[src/rtl/assert_macros.svh]
// Assertion helpers for the RTL top. Each macro expects clk and arst_n in scope.
`ifndef ASSERT_MACROS_SVH
`define ASSERT_MACROS_SVH

// Same-cycle implication, checked outside reset.
`define ASSERT_IMPL(label, ante, cons) \
	label: assert property (@(posedge clk) disable iff (!arst_n) (ante) |-> (cons)) \
		else $error("%m: implication check failed");

// Next-cycle implication, checked outside reset.
`define ASSERT_NEXT(label, ante, cons) \
	label: assert property (@(posedge clk) disable iff (!arst_n) (ante) |=> (cons)) \
		else $error("%m: next-cycle check failed");

`endif

[src/rtl/gtsr_pkg.sv]
package gtsr_pkg;

	localparam int MAX_ORDER = 64;
	localparam int WORD_W    = 64;
	localparam int IDX_W     = 6;
	localparam int ORDER_W   = 7;
	localparam int CFG_IDX_W = 1;
	localparam int CFG_VAL_W = 7;

	localparam logic CMD_LOAD  = 1'b0;
	localparam logic CMD_SOLVE = 1'b1;

	localparam logic MODE_UPPER = 1'b0;
	localparam logic MODE_LOWER = 1'b1;

	localparam logic [CFG_IDX_W-1:0] REG_MODE  = CFG_IDX_W'(0);
	localparam logic [CFG_IDX_W-1:0] REG_ORDER = CFG_IDX_W'(1);

	typedef struct packed {
		logic              valid;
		logic [WORD_W-1:0] data;
	} pipe_t;

	typedef struct packed {
		logic [WORD_W-1:0] mask;
		logic [WORD_W-1:0] bit_sel;
	} stage_ctl_t;

	// Bits 0 .. n-1 set.
	function automatic logic [WORD_W-1:0] below_mask(int n);
		logic [WORD_W-1:0] m;
		m = '0;
		for (int k = 0; k < WORD_W; k++) begin
			m[k] = (k < n);
		end
		return m;
	endfunction

	function automatic logic [WORD_W-1:0] one_hot(int c);
		logic [WORD_W-1:0] m;
		m = '0;
		for (int k = 0; k < WORD_W; k++) begin
			m[k] = (k == c);
		end
		return m;
	endfunction

endpackage

[src/rtl/gtsr_stage.sv]
module gtsr_stage
	import gtsr_pkg::*;
(
	input  logic              clk,
	input  logic              arst_n,
	input  logic              adv,
	input  pipe_t             word_in,
	input  logic [WORD_W-1:0] col,
	input  stage_ctl_t        ctl,
	output pipe_t             word_out
);

	logic              valid_s1;
	logic [WORD_W-1:0] data_s1;
	logic              par;
	logic [WORD_W-1:0] data_next;

	// Parity of the already solved bits that the column touches decides the flip.
	assign par       = ^(word_in.data & col & ctl.mask);
	assign data_next = word_in.data ^ (ctl.bit_sel & {WORD_W{par}});

	always_ff @(posedge clk or negedge arst_n) begin
		if (!arst_n) begin
			valid_s1 <= 1'b0;
		end else if (adv) begin
			valid_s1 <= word_in.valid;
		end
	end

	always_ff @(posedge clk) begin
		if (adv) begin
			data_s1 <= data_next;
		end
	end

	assign word_out.valid = valid_s1;
	assign word_out.data  = data_s1;

endmodule

[config.mk]
export PLATFORM = sky130hd
export DESIGN_NAME = gtsr_stage
export DESIGN_NICKNAME = d
export VERILOG_FILES = /design/src/rtl/assert_macros.svh /design/src/rtl/gtsr_pkg.sv /design/src/rtl/gtsr_stage.sv
export SDC_FILE = /design/constraint.sdc
export NUM_CORES = 1
export LEC_CHECK = 0
export BUFFER_PORTS_ARGS = -buffer_cell sky130_fd_sc_hd__buf_2
export CAP_MARGIN = 20
export CORE_AREA = 3 3 125 127
export DETAILED_ROUTE_END_ITERATION = 8
export DIE_AREA = 0 0 128 130
export SYNTH_ARGS = -nofsm -noshare
export SYNTH_HDL_FRONTEND = slang
export SYNTH_SLANG_ARGS = --single-unit
[constraint.sdc]
create_clock -name clk -period 0.91 [get_ports clk]
set_clock_uncertainty 0.15 [all_clocks]
set_input_delay 0.182 -clock clk [delete_from_list [all_inputs] [get_ports clk]]
set_output_delay 0.182 -clock clk [all_outputs]
set_load 0.01 [all_outputs]
==> summary.md <==
| Metric | Value |
|---|---|
| Core box area | `14500 µm²` |
| CP Class | `input pin to flop` |
| Area share of the largest cell type after synthesis | `51.0%` |
| Post-synthesis cell type count | `11` |
| DIE AREA | `16600 µm²` |
| Worst IR Drop VDD | `4350 µV` |
| Worst min-delay path class | `input pin to flop` |
| Clk buf depth | `2` |
| Sink Count | `65` |
| DRT Wirelength | `15.1 mm` |
| Gpl congestion | `0.887` |
| Crit path required time | `0.84 ns` |
| Hold_buf cts | `1` |
| GRT overflow | `0` |
| Worst Max-Slew Pin Slew | `0.398 ns` |
| Final setup violation count | `129` |
| Area of the mapped netlist | `3770 µm²` |
| Pleak | `3.67 nW` |
| Final core utilization | `55.0%` |
| Worst endpoint data arrival time | `2.23 ns` |
| Hold slack | `-0.0464 ns` |
| Post-DP HPWL | `11.5 mm` |
| # IOs | `325` |
| Flop and latch count out of synthesis | `65` |
| Layout cell share with drive strength beyond 1 | `79.5%` |
| Fin. Hold Viols | `1` |
| Met2 GRT Util | `34.9%` |
| Clock root buffer | `clkbuf_16` |
| Hold path startpoint | `word_in[64]` |
| Count of buffers from port buffering | `324` |
| Initial DRC count | `98` |
| DR WL/cell | `16.4 µm` |
| Worst hold endpoint | `valid_s1$_DFFE_PN0P_` |
| GRT Overall Usage | `17.2%` |
| Ys Warns | `0` |
| ANT cells | `0` |
| DIE HEIGHT | `130 µm` |
| Multi-input gate area | `2850 µm²` |
| Failing checks | `negative hold slack, negative setup slack` |
| R2R Path End | `valid_s1$_DFFE_PN0P_` |
| Largest net degree at the start of global routing | `31` |
| Antenna viol nets, final | `0` |
| Fin. max-slew vios | `0` |
| Area leader, netlist | `edfxtp_1` |
| Seq/Total Area, Yosys | `51.7%` |
| Tcrit/Tclk final | `252%` |
| DRC | `0` |
| Syn Area/Cell | `11.5 µm²` |
| Clk_lat worst skew | `0.32 ns` |
| Worst Hold Depth | `2` |
| RSZ-0062 raised after global routing | `yes` |
| Die Span X | `128 µm` |
| Setup ws final | `-1.38 ns` |
| Outcome | `finished, violations left` |
| RR Startpoint | `valid_s1$_DFFE_PN0P_` |
| Top post-synthesis cells by area | `edfxtp_1 (51%), xnor2_1 (28%), nand3_1 (8.5%)` |
| Reg2Reg Setup Slack | `0.01 ns` |
| Fmax | `0.436 GHz` |
| Final worst path period need | `2.29 ns` |
| Syn Inst Count | `328` |
| Nets | `996` |
| Area grow syn2layout | `112%` |
| H-tree Lvls | `3` |
| Peak fanout along the critical path | `8` |
| DR vias/cell | `4.34` |
| Post-synth EDFFs | `64` |
| Clock transition at path regs | `0.06 ns` |
| Commonest cells post-synth | `xnor2_1 (121), edfxtp_1 (64), nand3_1 (64), nand2_1 (49), nand2_2 (15)` |
| Type of destination of the critical path | `flop` |
| Pwr Density | `4220 nW/µm²` |
| Critical Path Source Type | `input pin` |
| # rows | `44` |
| First-pass GRT wire length | `21.5 mm` |
| Dpl cells | `904` |
| Syn nets | `588` |
| Antenna violations before repair | `0` |
| CTS tree | `built` |
| Number of global-route vias before repair | `4287` |
| Met3 Track Usage GR | `4.26%` |
| Slew headroom | `73.4%` |
| Gr busiest metal | `met2` |
| Reg2Reg Depth | `1` |
| MaxCap Viol Count | `0` |
| Initial core utilization | `25.9%` |
| Total iterations of the first detailed-routing run | `4` |
| Ys async rst share | `1.54%` |
| GR Layer Usage met1 | `17.0%` |
| Synth Flop Type | `edfxtp_1` |
| FF+latch area | `1950 µm²` |
| Setup TNS Final | `-102.30 ns` |
| CTS Buf Count | `9` |
| Most frequent cell after synthesis | `xnor2_1` |
| Vias | `4014` |
| Fill cells | `1254` |
| Non-Filler Instances | `925` |
-- cell type report --
| cell class | instances | area share (%) |
|---|---|---|
| repair buffers | 404 | 33.4 |
| well taps | 184 | 2.88 |
| clock buffers | 13 | 3.26 |
| multi-input cells | 256 | 35.6 |
| clock inverters | 3 | 0.501 |
| flip-flops and latches | 65 | 24.4 |
-- critical path, stage by stage --
cell     delay, ns
buf_2         0.11
nand3_4       0.09
xnor2_4       0.17
xnor2_4       0.24
xnor2_4       0.10
xnor2_2       0.15
xnor2_2       0.36
xnor2_4       0.18
buf_6         0.14
buf_8         0.13
buf_16        0.16
nand2_4       0.06
xnor2_2       0.12
-- state kept, by name (all words and copies together) (netlist names) --
register	cells
data_s1	64
valid_s1	1
-- report_power, final --
| part | leakage, nW | internal, mW | total [mW] | switching, mW |
|---|---|---|---|---|
| Combinational | 2.89 | 12.1 | 23.8 | 11.7 |
| Clock | 0.150 | 2.26 | 3.48 | 1.22 |
| Sequential | 0.638 | 6.03 | 6.43 | 0.407 |
| Total | 3.67 | 20.3 | 33.7 | 13.4 |
-- routing by layer --
| metal | up-vias | part of all wire (%) |
|---|---|---|
| li1 | 1936 | - |
| met1 | 1859 | 32 |
| met2 | 204 | 58 |
| met3 | 15 | 8.4 |
| met4 | 0 | 1.5 |
| met5 | - | 0 |
-- cells in the final DEF (no fill, tap or decap) --
cell           netlist  final
buf_2                0    284
xnor2_1            121     73
buf_4                1     69
edfxtp_1            64     64
nand3_2              0     45
xnor2_2              3     44
buf_6                6     35
nand2_4              0     33
nand2_2             15     29
nand3_4              0     12
clkbuf_16            0     10
xnor2_4              0      7
nand3_1             64      7
buf_16               0      5
buf_12               0      5
buf_8                0      4
xor2_1               3      2
nand2_1             49      2
clkinv_2             0      2
clkbuf_1             0      2
clkbuf_8             0      2
xor2_2               0      1
mux2_2               1      1
bufinv_16            0      1
dlygate4sd3_1        0      1
dfrtp_1              1      1
-- how the worst max path moves through the flow --
| stage | to | slack (ns) | cells past startpoint | startpoint |
|---|---|---|---|---|
| 3_5_place_dp | data_s1[0]$_DFFE_PP_ | -1.93 | 11 | word_in[43] |
| 4_1_cts | data_s1[58]$_DFFE_PP_ | -1.32 | 13 | col[46] |
| 6_report | data_s1[60]$_DFFE_PP_ | -1.38 | 13 | word_in[17] |
| 2_1_floorplan | data_s1[15]$_DFFE_PP_ | -1.34 | 10 | ctl[75] |
| 5_1_grt | data_s1[63]$_DFFE_PP_ | -1.46 | 12 | ctl[120] |
| 3_3_place_gp | data_s1[2]$_DFFE_PP_ | -1.95 | 11 | word_in[43] |
-- metrics by stage --
step           power [mW]  instance area (µm²)  setup WS [ns]  hold WS (ns)
6_report             33.7                 7990          -1.38       -0.0464
2_1_floorplan        17.6                 4010          -1.34        -0.264
3_3_place_gp         21.3                 6420          -1.95        -0.193
5_1_grt              35.6                 7990          -1.46       -0.0600
4_1_cts              31.9                 7740          -1.32       -0.0654
3_5_place_dp         21.7                 6420          -1.93        -0.191
-- what timing repair did --
| action | in CTS | in global routing |
|---|---|---|
| pin swaps | 37 | 16 |
| endpoints found under the setup margin | 129 | 130 |
| hold endpoints to repair | 2 | 1 |
| resized for setup | 153 | 37 |
| setup buffers | 4 | 0 |
| gates cloned | 4 | 1 |
-- kinds of logic (layout without fill, tap and decap cells) --
logic type	Yosys count	count (layout)	share of synthesized area, %
simple gates	128	128	15.9
xor+xnor	127	127	30.1
flops	65	65	51.7
buf+inv	7	420	1.99
mux	1	1	0.299
(Power assumes the default switching activity.)
